$ cat config.mk
export PLATFORM = sky130hd
export DESIGN_NAME = thl_ofifo
export DESIGN_NICKNAME = d
export VERILOG_FILES = /design/src/rtl/thl_pkg.sv /design/src/rtl/thl_ofifo.sv
export SDC_FILE = /design/constraint.sdc
export NUM_CORES = 1
export LEC_CHECK = 0
export BUFFER_PORTS_ARGS = -buffer_cell sky130_fd_sc_hd__buf_4
export CAP_MARGIN = 30
export CORE_ASPECT_RATIO = 1.5
export CORE_UTILIZATION = 62
export DETAILED_ROUTE_END_ITERATION = 16
export PLACE_DENSITY = 0.86
export SLEW_MARGIN = 40
export SYNTH_ARGS = -nofsm -noshare
export SYNTH_HDL_FRONTEND = slang
export SYNTH_SLANG_ARGS = --single-unit
$ cat constraint.sdc
create_clock -name clk -period 4.65 [get_ports clk]
set_input_delay 0.465 -clock clk [delete_from_list [all_inputs] [get_ports clk]]
set_output_delay 0.465 -clock clk [all_outputs]
set_load 0.02 [all_outputs]
$ cat src/rtl/thl_pkg.sv
package thl_pkg;

	// default geometry
	localparam int ROWS_PER_HALF_DEF = 4;
	localparam int COLS_DEF          = 8;
	localparam int LAYERS_DEF        = 16;

	// key index width (the 3-bit row and column fields address 8 rows x 8 columns)
	localparam int KEY_MAX_W = 8;

	localparam logic [15:0] HOLD_THR_RST = 16'd20;
	localparam logic [15:0] HOLD_MAX     = 16'hFFFF;

	// command queue between front and back, output buffer (power of two)
	localparam int QDEPTH      = 2;
	localparam int OFIFO_DEPTH = 4;

	localparam logic OP_SCAN  = 1'b0;
	localparam logic OP_WRITE = 1'b1;

	localparam logic [1:0] ACT_PRESS       = 2'd0;
	localparam logic [1:0] ACT_RELEASE     = 2'd1;
	localparam logic [1:0] ACT_RELEASE_ALL = 2'd2;

	typedef struct packed {
		logic        op;
		logic [2:0]  row;
		logic [2:0]  col;
		logic        pressed;
		logic [3:0]  map_layer;
		logic [15:0] map_code;
	} in_word_t;

	typedef struct packed {
		logic [1:0]  action;
		logic [15:0] key_code;
		logic [3:0]  active_layer;
		logic        last;
	} out_word_t;

	// classified command handed from front to back
	typedef struct packed {
		logic                 op;
		logic                 pressed;
		logic [KEY_MAX_W-1:0] key;
		logic [3:0]           map_layer;
		logic [15:0]          map_code;
	} cmd_t;

endpackage

$ cat src/rtl/thl_ofifo.sv
module thl_ofifo import thl_pkg::*; (
	input  logic      clk,
	input  logic      arst_n,
	input  logic [1:0] push_n,
	input  out_word_t w0,
	input  out_word_t w1,
	output logic      room,
	output logic      out_valid,
	input  logic      out_ready,
	output out_word_t out_data
);

	localparam int PTR_W = $clog2(OFIFO_DEPTH);
	localparam int CNT_W = $clog2(OFIFO_DEPTH + 1);

	out_word_t        mem [OFIFO_DEPTH];
	logic [PTR_W-1:0] wr_q, rd_q;
	logic [CNT_W-1:0] cnt_q;
	logic             pop;

	// two slots free, enough for any item
	assign room      = (cnt_q <= CNT_W'(OFIFO_DEPTH - 2));
	assign out_valid = (cnt_q != '0);
	assign out_data  = mem[rd_q];
	assign pop       = out_valid && out_ready;

	always_ff @(posedge clk) begin
		if (push_n != 2'd0) begin
			mem[wr_q] <= w0;
		end
		if (push_n == 2'd2) begin
			mem[wr_q + 1'b1] <= w1;
		end
	end

	always_ff @(posedge clk or negedge arst_n) begin
		if (!arst_n) begin
			wr_q  <= '0;
			rd_q  <= '0;
			cnt_q <= '0;
		end else begin
			wr_q  <= wr_q + PTR_W'(push_n);
			rd_q  <= rd_q + PTR_W'(pop);
			cnt_q <= cnt_q + CNT_W'(push_n) - CNT_W'(pop);
		end
	end

endmodule

* Yosys cells after proc, flatten, opt, wreduce, memory -nomap -nowiden
Memory sizes are Yosys's and may differ from the RTL's.
Cells that the tools add are included.
** Word-level totals
- Flip-flop bits (word level) :: 7
- RAM bits :: 92
- Bits of input ports :: 51
- Output and inout bits :: 25
- Word-level logic and storage cells :: 18
- Memories kept :: 1
** Memory list
- mem :: depth 4, width 23, read ports 1, clocked after Yosys merged registers in 0, wr ports 2, line thl_ofifo.sv:16 : out_word_t mem [OFIFO_DEPTH];
** Operators by class
- Add/sub/neg operators :: 5
- $lt $le $gt $ge :: 1
- Equality and inequality tests :: 1
- Muxes and demuxes :: 4
- Reductions and logical operators :: 3
** Operator list (count)
- 1-bit two-way mux :: 4
- 3-bit by 2-bit adder with 3-bit output :: 1
- 3-bit by 2-bit <= comparator with 1-bit output (second input constant) :: 1
- 3-bit nonzero test :: 1
- 3-bit by 1-bit subtractor with 3-bit output :: 1
- 2-bit by 1-bit adder with 2-bit output :: 1
- 2-bit by 1-bit adder with 2-bit output (second input constant) :: 1
- 2-bit adder :: 1
- 2-bit equality test (second input constant) :: 1
- 2-bit nonzero test :: 1
- 1-bit logical AND :: 1

* Logic depth before layout (Yosys ltp)
- Word-level depth :: 3
- Gate-level depth with buffers :: 7

* Worst setup path before layout
No wires, ideal clock.
- Path type :: input to register
- From :: input port push_n[1]
- To :: memory mem[0][0] (netlist name), enable pin
- Setup time :: 0.439 ns
- Data arrival time :: 2.427 ns
- Required time :: 4.211 ns
- Slack :: 1.784 ns
- Cell stages on the path :: 3
- Path buffers :: 1
- Cell sequence :: buf_4 -> nor2_1 -> o31ai_1
** RTL lines
- start, declared :: line thl_ofifo.sv:4 : input logic [1:0] push_n,
- end, declared :: line thl_ofifo.sv:16

==> flow_metrics.tcl <==
set metrics [dict create \
    outcome "complete, no violations" \
    core_sq_mm 0.00796 \
    slew_headroom_pct 54.8 \
    leakage_nw 2.22 \
    pwr-share-seq_pct 43.1 \
    final.setup.tns_ns 0 \
    synth-edff-count 92 \
    fin_ws_ns 2.29 \
    die_h_microns 113 \
    irDropWorstVdd_mv 0.449 \
    first_pass_iters 6 \
    postCtsSetupBuffers 0 \
    die-area_sq_mm 0.00852 \
    gp_congestion 0.736 \
    crit_path_start_kind "register" \
    antenna_left 0 \
    p_comb_share_pct 37.1 \
    drc 0 \
    async_flop_share_pct 7.07 \
    htree_num_levels 3 \
    finalNetCount 396 \
    drt-total-wl_mm 9.66 \
    syn-instance-count 264 \
    cts_tree "done" \
    clock_sinks 99 \
    dp_hpwl_mm 6.17 \
    path_class "register to register" \
    synth_area_leaders "edfxtp_1 55%, mux2_2 14%, mux4_2 10%, mux2_4 7.1%, dfrtp_1 3.5%" \
    syn_nets 319 \
    max_freq_mhz 423 \
    maxSlewViolCount 0 \
    layout-drive-gt1-share_pct 62.7 \
    end_kind "register" \
    ios 76 \
    syn_area_sq_mm 0.00505 \
    routedWlPerCell_microns 21.4 \
    io_buffers 75 \
    synth_flop_cell "edfxtp_1" \
    pre_cts_ws_ns 2.13 \
    grt.overflow.total 0 \
    grt_pass1_vias 2920 \
    hp-class "primary input to register" \
    p_sw_mw 1.18 \
    grt_pass1_wl_mm 15.2 \
    cts_buffer_depth 2 \
    p_clk_share_pct 19.9 \
    yosysTopAreaCell "edfxtp_1" \
    path_clk_slew_ns 0.06 \
    numCtsBuffers 9 \
    via_count 2704 \
    root_buffer "clkbuf_16" \
    cp.arrival_ns 2.41 \
    cp.required_ns 4.69 \
    finClkSkew_ns 0.00574 \
    drt_iter0_markers 221 \
    synth.distinct_cells 30 \
    ys_ff_latch 99 \
    period_minus_slack_ns 2.36 \
    intPower_mw 2.44 \
    ys_warn_count 0 \
    final_min_period_over_clock_period_pct 50.8 \
    syn_to_final_growth_pct 18.4 \
    diodes 0 \
    rsz0062_at_grt "no" \
    fin_hold_ws_ns 0.414 \
    crit_fanout 24 \
    synth_top_area_share_pct 54.7 \
    start_util_pct 63.5 \
    yosysSeqAreaShare_pct 58.1 \
    grt_max_degree 26 \
    finalHoldViolCount 0 \
    vias_per_cell 6.00 \
    syn_avg_cell_area_sq_um 19.1 \
    setup_viol 0 \
    tightestPinTransition_ns 0.677 \
    antenna_found_initial 0 \
    die_w_microns 75.7 \
    clock_latency_ns 0.34 \
    fp-row-count 40 \
    switching_share_pct 32.7 \
    cellPowerDensity_mw_per_mm2 606 \
    grt_use_total_pct 25.4 \
    drv_cap 0 \
]
==> what timing repair did <==
action                    in CTS  in global routing
hold buffers                   1                  0
resized for setup              0                  0
hold endpoints to repair       7                  0
==> per-layer routing <==
metal,share of wire (%),wire length [microns],track usage [%]
met1,39,3750,32.6
met2,56,5390,43.1
met3,3.9,373,3.68
met5,0,0,0
met4,1.6,153,9.26
==> metrics by stage <==
stage | power [mW] | util [%] | cells | cell area, sq um
final | 3.62 | 75.2 | 451 | 5980
after global routing | 3.79 | 75.2 | 451 | 5980
after CTS | 3.65 | 75.1 | 450 | 5970
after detailed placement | 2.93 | 71.4 | 433 | 5680
after global placement | 2.87 | 71.0 | 431 | 5650
after floorplan | 2.43 | - | 264 | 5050
==> kinds of logic after synthesis <==
group / count (synthesis) / synth area share, %
mux: 117 / 32.9
flops: 99 / 58.1
buf+inv: 22 / 3.64
simple gates: 9 / 2.10
compound gates: 7 / 1.01
xor+xnor: 6 / 1.04
fa+ha+maj: 4 / 1.14
==> Yosys cell counts, drive strengths merged, types with 2 or more instances <==
master,number
edfxtp,92
o31ai,2
mux2i,2
dfrtp,7
xnor2,5
nor2,3
inv,4
buf,17
nor4bb,2
mux4,23
mux2,92
ha,3
==> placed cells by master, fill, tap and decap left out, types with 3 or more instances in the layout <==
cell type and n:
buf_4 82, clkbuf_16 9, dfrtp_1 5, edfxtp_1 92, ha_1 3, inv_1 4
mux2_1 5, mux2_2 63, mux2_4 24, mux4_2 23, xnor2_1 5
==> worst max-delay path: stages (launching register included) <==
cell and delay [ns]:
dfrtp_1 0.67, nand4b_4 0.59, o31ai_4 0.34, buf_8 0.23, buf_4 0.22
==> path summary, 6_finish.rpt <==
kind	start	end	slack, ns	cells past startpoint
worst max register to register	wr_q[1]$_DFF_PN0_	mem[0][12]$_DFFE_PP_	2.29	4
worst max-delay path	wr_q[1]$_DFF_PN0_	mem[0][12]$_DFFE_PP_	2.29	4
max in group asynchronous	arst_n	rd_q[0]$_DFF_PN0_	4.05	2
worst min register to register	cnt_q[2]$_DFF_PN0_	cnt_q[2]$_DFF_PN0_	0.58	1
worst min-delay path	out_ready	rd_q[0]$_DFF_PN0_	0.41	3
min in group asynchronous	arst_n	wr_q[0]$_DFF_PN0_	0.47	2
==> cell type report <==
class / count / area (sq um)
flip-flops and latches: 99 / 2940
inverters: 4 / 15.0
well taps: 105 / 131
multi-input cells: 143 / 1970
clock inverters: 6 / 56.3
clock buffers: 10 / 229
fillers: 466 / 1980
repair buffers: 84 / 641
==> sequential cells by signal, indices dropped and copies added (netlist names) <==
signal and flops:
mem 92, cnt_q 3, rd_q 2, wr_q 2
==> power by group through the flow <==
stage	logic [mW]	registers (mW)	clock network (mW)
2_1_floorplan	1.02	1.41	0
3_3_place_gp	1.31	1.56	0
3_5_place_dp	1.35	1.58	0
4_1_cts	1.35	1.57	0.727
5_1_grt	1.43	1.59	0.768
6_report	1.34	1.56	0.719
No activity file was read; power rests on OpenSTA's default activity.
