===== config.mk =====
export PLATFORM = sky130hd
export DESIGN_NAME = thl_front
export DESIGN_NICKNAME = d
export VERILOG_FILES = /design/src/rtl/thl_pkg.sv /design/src/rtl/thl_front.sv
export SDC_FILE = /design/constraint.sdc
export NUM_CORES = 1
export LEC_CHECK = 0
export ABC_AREA = 1
export BUFFER_PORTS_ARGS = -buffer_cell sky130_fd_sc_hd__buf_2
export CAP_MARGIN = 5
export CORE_UTILIZATION = 40
export CTS_CLUSTER_SIZE = 40
export DETAILED_ROUTE_END_ITERATION = 6
export PLACE_DENSITY_LB_ADDON = 0.12
export SLEW_MARGIN = 15
export SYNTH_ARGS = -nofsm -noshare
export SYNTH_HDL_FRONTEND = slang
export SYNTH_SLANG_ARGS = --single-unit

===== constraint.sdc =====
create_clock -name clk -period 2.64 [get_ports clk]
set_clock_uncertainty 0.05 [all_clocks]
set_input_delay 0.396 -clock clk [delete_from_list [all_inputs] [get_ports clk]]
set_output_delay 0.396 -clock clk [all_outputs]
set_load 0.01 [all_outputs]

===== src/rtl/thl_pkg.sv =====
package thl_pkg;

	// default geometry
	localparam int ROWS_PER_HALF_DEF = 4;
	localparam int COLS_DEF          = 8;
	localparam int LAYERS_DEF        = 16;

	// key index width (the 3-bit row and column fields address 8 rows x 8 columns)
	localparam int KEY_MAX_W = 8;

	localparam logic [15:0] HOLD_THR_RST = 16'd20;
	localparam logic [15:0] HOLD_MAX     = 16'hFFFF;

	// command queue between front and back, output buffer (power of two)
	localparam int QDEPTH      = 2;
	localparam int OFIFO_DEPTH = 4;

	localparam logic OP_SCAN  = 1'b0;
	localparam logic OP_WRITE = 1'b1;

	localparam logic [1:0] ACT_PRESS       = 2'd0;
	localparam logic [1:0] ACT_RELEASE     = 2'd1;
	localparam logic [1:0] ACT_RELEASE_ALL = 2'd2;

	typedef struct packed {
		logic        op;
		logic [2:0]  row;
		logic [2:0]  col;
		logic        pressed;
		logic [3:0]  map_layer;
		logic [15:0] map_code;
	} in_word_t;

	typedef struct packed {
		logic [1:0]  action;
		logic [15:0] key_code;
		logic [3:0]  active_layer;
		logic        last;
	} out_word_t;

	// classified command handed from front to back
	typedef struct packed {
		logic                 op;
		logic                 pressed;
		logic [KEY_MAX_W-1:0] key;
		logic [3:0]           map_layer;
		logic [15:0]          map_code;
	} cmd_t;

endpackage


===== src/rtl/thl_front.sv =====
module thl_front import thl_pkg::*; #(
	parameter int ROWS_PER_HALF = ROWS_PER_HALF_DEF,
	parameter int COLS          = COLS_DEF,
	parameter int LAYERS        = LAYERS_DEF
) (
	input  logic     clk,
	input  logic     arst_n,
	input  logic     in_valid,
	output logic     in_ready,
	input  in_word_t in_data,
	output logic     q_valid,
	input  logic     q_pop,
	output cmd_t     q_word
);

	localparam int TOTAL_ROWS = 2 * ROWS_PER_HALF;
	localparam int PTR_W      = (QDEPTH > 1) ? $clog2(QDEPTH) : 1;
	localparam int CNT_W      = $clog2(QDEPTH + 1);

	cmd_t             q_mem [QDEPTH];
	logic [PTR_W-1:0] wr_q, rd_q;
	logic [CNT_W-1:0] cnt_q;
	logic             in_range, lay_ok, keep_word, push;
	cmd_t             cmd;

	assign in_ready = (cnt_q != CNT_W'(QDEPTH));

	// out-of-range positions, and writes to out-of-range layers, are dropped here
	always_comb begin
		in_range = ({2'b00, in_data.row} < 5'(TOTAL_ROWS)) && ({2'b00, in_data.col} < 5'(COLS));
		lay_ok   = ({1'b0, in_data.map_layer} < 5'(LAYERS));
		keep_word = in_range && ((in_data.op == OP_SCAN) || lay_ok);
		cmd.op        = in_data.op;
		cmd.pressed   = in_data.pressed;
		cmd.key       = KEY_MAX_W'(in_data.row) * KEY_MAX_W'(COLS) + KEY_MAX_W'(in_data.col);
		cmd.map_layer = in_data.map_layer;
		cmd.map_code  = in_data.map_code;
	end

	assign push    = in_valid && in_ready && keep_word;
	assign q_valid = (cnt_q != '0);
	assign q_word  = q_mem[rd_q];

	always_ff @(posedge clk) begin
		if (push) begin
			q_mem[wr_q] <= cmd;
		end
	end

	always_ff @(posedge clk or negedge arst_n) begin
		if (!arst_n) begin
			wr_q  <= '0;
			rd_q  <= '0;
			cnt_q <= '0;
		end else begin
			if (push) begin
				wr_q <= (wr_q == PTR_W'(QDEPTH - 1)) ? '0 : wr_q + 1'b1;
			end
			if (q_pop) begin
				rd_q <= (rd_q == PTR_W'(QDEPTH - 1)) ? '0 : rd_q + 1'b1;
			end
			cnt_q <= cnt_q + CNT_W'(push) - CNT_W'(q_pop);
		end
	end

endmodule


* Word level (Yosys, flattened, before mapping)
Memory sizes are Yosys's and may differ from the RTL's. Cells that the tools add are included.
Storage, ports and cells: bits in registers 4, memories 1, logic and storage cells 16, output and inout port bits 32, memory bits (writable) 58, bits of input ports 32
Memory list:
- q_mem | depth 2, width 29, rd ports 1, clocked after memory_dff 0, wr ports 1, RTL line thl_front.sv:20 | cmd_t q_mem [QDEPTH];
Operators by class: equality and inequality tests 1, mux-type cells 4, add/sub/neg operators 5, reductions and logical operators 2
Operator list (number):
- $add 6x3->7 | 1
- $mux 1 | 4
- $add 1x1->1 const B | 2
- $add 2x1->2 | 1
- $ne 2x2->1 const B | 1
- $reduce_bool 2->1 | 1
- $sub 2x1->2 | 1
- $logic_and 1x1->1 | 1

* Longest topological paths before layout
Gate-level depths: netlist of run 1.
depth after elaboration 4, mapped depth 12, mapped depth without buffers 12

* Least setup slack after synthesis of run 1
OpenSTA, ideal clock, no wires.
kind flip-flop to flip-flop, start register cnt_q[1], end memory q_mem[1][0] in the netlist's numbering, enable pin, arrival 1883 ps, required time 2176 ps, slack 293 ps, setup time 414 ps, period minus slack after synthesis 2347 ps, buffers on the path 0, cell stages (with the launch flop) 4, cell sequence dfrtp_1 nand2_1 nand2_1 nor2_1
On the way: longest elaborated chain between the ends 4
RTL lines:
- start: declaration | RTL line thl_front.sv:22 | logic [CNT_W-1:0] cnt_q;
- start signal: assignment | RTL line thl_front.sv:62 | cnt_q <= cnt_q + CNT_W'(push) - CNT_W'(q_pop);
- $ne 2x2->1 | RTL line thl_front.sv:26 | assign in_ready = (cnt_q != CNT_W'(QDEPTH));
- net in_ready | RTL line thl_front.sv:9 | output logic in_ready,
- $logic_and 1x1->1 | RTL line thl_front.sv:40 | assign push = in_valid && in_ready && keep_word;
- $mux 1 | RTL line thl_front.sv:45 | if (push) begin
- $mux 1 (not written as such) | RTL line thl_front.sv:46 | q_mem[wr_q] <= cmd;
- end: declaration | RTL line thl_front.sv:20
The timed path passes the listed nets, and every way through them passes these cells.

==> impl_metrics.ini, run 1 <==
[critical_path]
worst_ep_arrival_time_ns = 1.64
required_ns = 2.19
worstRegToRegCells = 11
cp-start-kind = register
path_max_fanout = 22
reg2reg_slack_ns = 1.14
rr_startpoint = cnt_q[1]
reg2reg_to = cnt_q[1]
end_kind = output pin
critical_path_class = register to output pin

[job]
maxCapViolations = 0

[clock_tree]
clkTransAtPathRegs_ns = 0.06
h-tree-depth = 3
worstSkewPairLatency_ns = 0.32
post-cts-setup-buffer-count = 0
cts_resized = 0
cts_tree = yes
cts_buffers = 9
clock_sinks = 60
cts_root_buf = clkbuf_8
clockBufferDepth = 2

[placed_design]
routabilityCongestion = 0.6383
io_buffers = 61
dp_hpwl_um = 2553

[global_routing]
grt_pass1_wl_um = 5823
grt_antenna_before_repair = 0
grt_pass1_vias = 1236
grt_overflow = 0
grt-busiest-layer = met2
track_usage_pct = 13.81
use_met3_pct = 6.824
grt_max_degree = 23
groute.layer.met2.usage_pct = 22.21
use_met1_pct = 14.66

[sta]
min_period_over_period_pct = 79.05
clock.fmax_mhz = 479.2
grt_setup_unrepaired = false
finalWorstPathRequiredPeriod_ns = 2.087
final_max_slew_viol_count = 0
setup_viol = 0
finalSetupTns_ns = 0
hold_viol = 0
hold_slack_ns = 0.2016

[drt]
via_per_inst = 4.513
drtIter0Drc = 36
num_vias = 1205
totalWireLength_um = 3726
detail_route.wl_per_cell_um = 13.96
dr.pass1.iters = 4
detail-route-antenna-nets = 0
drc_errors = 0

[worst_hold_path]
hold_end = q_mem[0][14]
min_from = in_data[14]
min_path_cells = 1
hold_class = input pin to register

[finish]
multi_input_area_um2 = 452.9
final_nets = 224
syn2layout_area_growth_pct = 24.55
antenna_cells = 0
fill_cells = 455
seqCellArea_um2 = 1782
layout-drive-gt1-share_pct = 54.36

[synth]
ys_warn_count = 0
syn_inst = 117
ys_seq_area_share_pct = 77.69
synth-seq-cells = 60
syn-cell-area_um2 = 2293
syn_area_per_cell_um2 = 19.60
synthDistinctLibCells = 16

[floorplan]
fp.dieW_um = 77.72
io_pins = 64
fp.dieH_um = 77.72
num_rows = 27
die_area_um2 = 6040
core_area_um2 = 5507
initial_core_util_pct = 41.65

[power]
power_density_nw_per_um2 = 1047
peakVddDrop_v = 0.0005227
p_leak_uw = 0.001152

[outcome]
status = finished, final reports clean
layer usage:
layer / wire length, µm / vias up
met3: 225 / 8
met4: 95 / 0
li1: - / 580
met1: 1532 / 574
met2: 1873 / 43
met5: 0 / -
logic make-up after synthesis:
kind of cell,count (synthesis),synth area share (%)
buffers and inverters,10,2.946
DFF,60,77.69
muxes,28,15.38
adders and majority gates,1,0.5455
and+or+nand+nor,15,2.673
other,1,0.1635
xor gates and xnor gates,1,0.3820
AOI/OAI and AO/OA,1,0.2180
cell usage in the layout (no fill, tap or decap), drive strengths merged:
| cell | n |
|---|---|
| edfxtp | 56 |
| a21oi | 1 |
| clkbuf | 10 |
| dlygate4sd3 | 1 |
| conb | 2 |
| nor2 | 3 |
| mux2 | 28 |
| nand2 | 10 |
| inv | 5 |
| xor2 | 1 |
| nand3 | 1 |
| buf | 66 |
| clkinv | 5 |
| dfrtp | 4 |
| nand3b | 1 |
| ha | 1 |
worst max-delay path by stage:
stage | startpoint | end | slack [ns] | cells past startpoint
6_report | rd_q | q_word[19] | 0.55 | 3
4_1_cts | rd_q | q_word[23] | 0.54 | 3
3_3_place_gp | rd_q | q_word[29] | 0.93 | 3
2_1_floorplan | cnt_q[1] | q_mem[1][0] | 0.29 | 3
3_5_place_dp | rd_q | q_word[23] | 0.91 | 3
5_1_grt | rd_q | q_word[22] | 0.50 | 3
critical path: stages, from the launching register on:
cell     delay [ns]
dfrtp_1        0.56
buf_12         0.24
mux2_2         0.35
buf_2          0.14
area by class of cell:
cell class | count | area share (%)
clock buffers | 10 | 4.468
clock inverters | 5 | 0.7008
inverters | 5 | 0.6570
multi-input cells | 48 | 15.86
flip-flops and latches | 60 | 62.37
well taps | 72 | 3.154
repair buffers | 67 | 12.79
through the flow:
stage	util, %	area, µm²	total power, µW	worst slack (ns)	std cells
floorplan	-	2297	2052	0.2926	118
global placement	49.01	2699	2360	0.9276	251
detailed placement	49.01	2699	2395	0.9102	251
CTS	51.87	2856	3043	0.5381	267
global route	51.87	2856	3158	0.4971	267
finish	51.87	2856	2992	0.5531	267
registers in the layout, summed over array words and instances, names as in the netlist:
signal	cells
q_mem	56
cnt_q	2
rd_q	1
wr_q	1
report_power, final:
part / internal [µW] / switching (µW)
clock network: 320 / 312
registers: 1300 / 82.2
logic: 483 / 493
total: 2100 / 887
synth_stat cells (all sizes together):
master,n,area share [%]
buf,5,2.1
nand3,1,0.22
nand3b,1,0.33
inv,5,0.82
dfrtp,4,4.4
edfxtp,56,73
xor2,1,0.38
ha,1,0.55
nand2,10,1.6
a21oi,1,0.22
nor2,3,0.49
conb,1,0.16
mux2,28,15
what timing repair did:
action | 4_1_cts | 5_1_grt
setup endpoints to repair | 0 | 0
hold buffers | 1 | 0
endpoints found under the hold margin | 4 | 0
No activity file was read; power rests on OpenSTA's default activity.
==> inputs of run 2 (changes only) <==
==> constraint.sdc (replaced) <==
create_clock -name clk -period 2.1 [get_ports clk]
set_clock_uncertainty 0.05 [all_clocks]
set_input_delay 0.315 -clock clk [delete_from_list [all_inputs] [get_ports clk]]
set_output_delay 0.315 -clock clk [all_outputs]
set_load 0.01 [all_outputs]
==> impl_metrics.ini, run 2 (synthesized netlist as in run 1, its figures left out) <==
[outcome]
status = finished, final reports clean

[clock_tree]
clkTransAtPathRegs_ns = 0.07
worstSkewPairLatency_ns = 0.32
cts_tree = yes
clock_sinks = 60
clockBufferDepth = 2
cts_resized = 0
h-tree-depth = 3
cts_buffers = 9
hold_buffers = 1
cts_root_buf = clkbuf_8
post-cts-setup-buffer-count = 0

[critical_path]
end_kind = output pin
cp-start-kind = register
cp_num_buf_inv = 2
worst_ep_arrival_time_ns = 1.56
required_ns = 1.74
critPathTopFamily = buffers and inverters
path_cells = buf_4 -> mux2_2 -> buf_2
cpPeakStageDelay_ns = 0.39
critical_path_class = register to output pin
path_max_fanout = 22
critPathSlowestCell = mux2_2

[drt]
via_per_inst = 4.667
drc_errors = 0
num_vias = 1260
detail-route-antenna-nets = 0
drtIter0Drc = 62
detail_route.wl_per_cell_um = 14.94
dr.pass1.iters = 4
totalWireLength_um = 4033

[power]
power_density_nw_per_um2 = 1424
p_leak_uw = 0.001196
peakVddDrop_v = 0.0007915

[finish]
top_register = q_mem
final_nets = 226
final_common_cell = buf_2
layout-drive-gt1-share_pct = 56.06
syn2layout_area_growth_pct = 28.26
layoutNonFillerInstCount = 270
largest_register_ffs = 56
most-common-layout-cells = buf_2, edfxtp_1, mux2_2, mux2_4, nand2_1
antenna_cells = 0
fin_area_um2 = 2942
reg_top3 = q_mem (56), cnt_q (2)

[placed_design]
dp_hpwl_um = 2864
routabilityCongestion = 0.7016
io_buffers = 61
dpl.cell_count = 253
placed_area_um2 = 2701

[floorplan]
fp.dieW_um = 77.72
core_area_um2 = 5507
initial_core_util_pct = 41.65
die_area_um2 = 6040
num_rows = 27
io_pins = 64
fp.dieH_um = 77.72

[sta]
setup_viol = 0
finalWorstPathRequiredPeriod_ns = 1.926
finalSetupTns_ns = 0
hold_slack_ns = 0.1276
clock.fmax_mhz = 519.3
final_max_slew_viol_count = 0
grt_setup_unrepaired = false
hold_viol = 0
min_period_over_period_pct = 91.71

[global_routing]
grt_max_degree = 23
grt_pass1_vias = 1399
track_usage_pct = 15.27
grt_antenna_before_repair = 0
grt_pass1_wl_um = 6665
grt_overflow = 0

[job]
maxCapViolations = 0

[worst_hold_path]
hold_class = input pin to register
==> run 2: changes by cell type in the layout (fill, tap and decap cells not counted), sizes merged <==
cell / previous run / this run
clkinv: 5 / 3
buf: 66 / 68
bufinv: 0 / 3
==> run 2: worst reg2reg max path, stage by stage (launching register included) <==
cell and delay [ns]:
dfrtp_1 0.38, inv_1 0.08, nand2_1 0.11, nand2_1 0.18
nand2_1 0.11, nand2_1 0.08, ha_1 0.17, nand2_1 0.07
nand2_1 0.09, inv_1 0.06, nand2_1 0.08, nand2_1 0.06
==> run 2: area by class of cell <==
cell class,instances,area (µm²)
repair buffers,69,367.9
well taps,72,90.09
clock inverters,6,102.6
clock buffers,10,127.6
fillers,444,2565
flip-flops and latches,60,1782
inverters,5,18.77
multi-input cells,48,452.9
==> run 2: per-stage QoR <==
| step | worst slack, ns | utilization [%] | total power (µW) |
|---|---|---|---|
| final | 0.1741 | 53.42 | 4189 |
| after global routing | 0.07621 | 53.42 | 4416 |
| after CTS | 0.1330 | 53.42 | 4244 |
| after detailed placement | 0.5148 | 49.06 | 3031 |
| after global placement | 0.5491 | 49.06 | 2968 |
| after floorplan | 0.2068 | - | 2581 |
==> run 2: worst paths after layout <==
path                       slack [ns]       start  depth (start not counted)           to
min in group asynchronous        0.27      arst_n                          2     cnt_q[1]
max                              0.17        rd_q                          3   q_word[16]
max reg2reg                      0.48    cnt_q[0]                         11     cnt_q[1]
min reg2reg                      0.47    cnt_q[0]                          1     cnt_q[0]
max in group asynchronous        1.60      arst_n                          2         wr_q
min                              0.13  in_data[5]                          1  q_mem[1][5]
==> run 2: where the power goes <==
group | total [µW] | internal, µW | switching [µW]
Sequential | 1710 | 1640 | 78.3
Combinational | 1280 | 605 | 672
Clock | 1200 | 779 | 420
==> run 2: per-layer routing <==
layer	global-route usage, %	wire (µm)	vias up
li1	-	-	588
met1	18.40	1721	610
met2	23.98	2037	57
met3	5.529	215	5
met4	7.925	57	0
met5	0	0	-
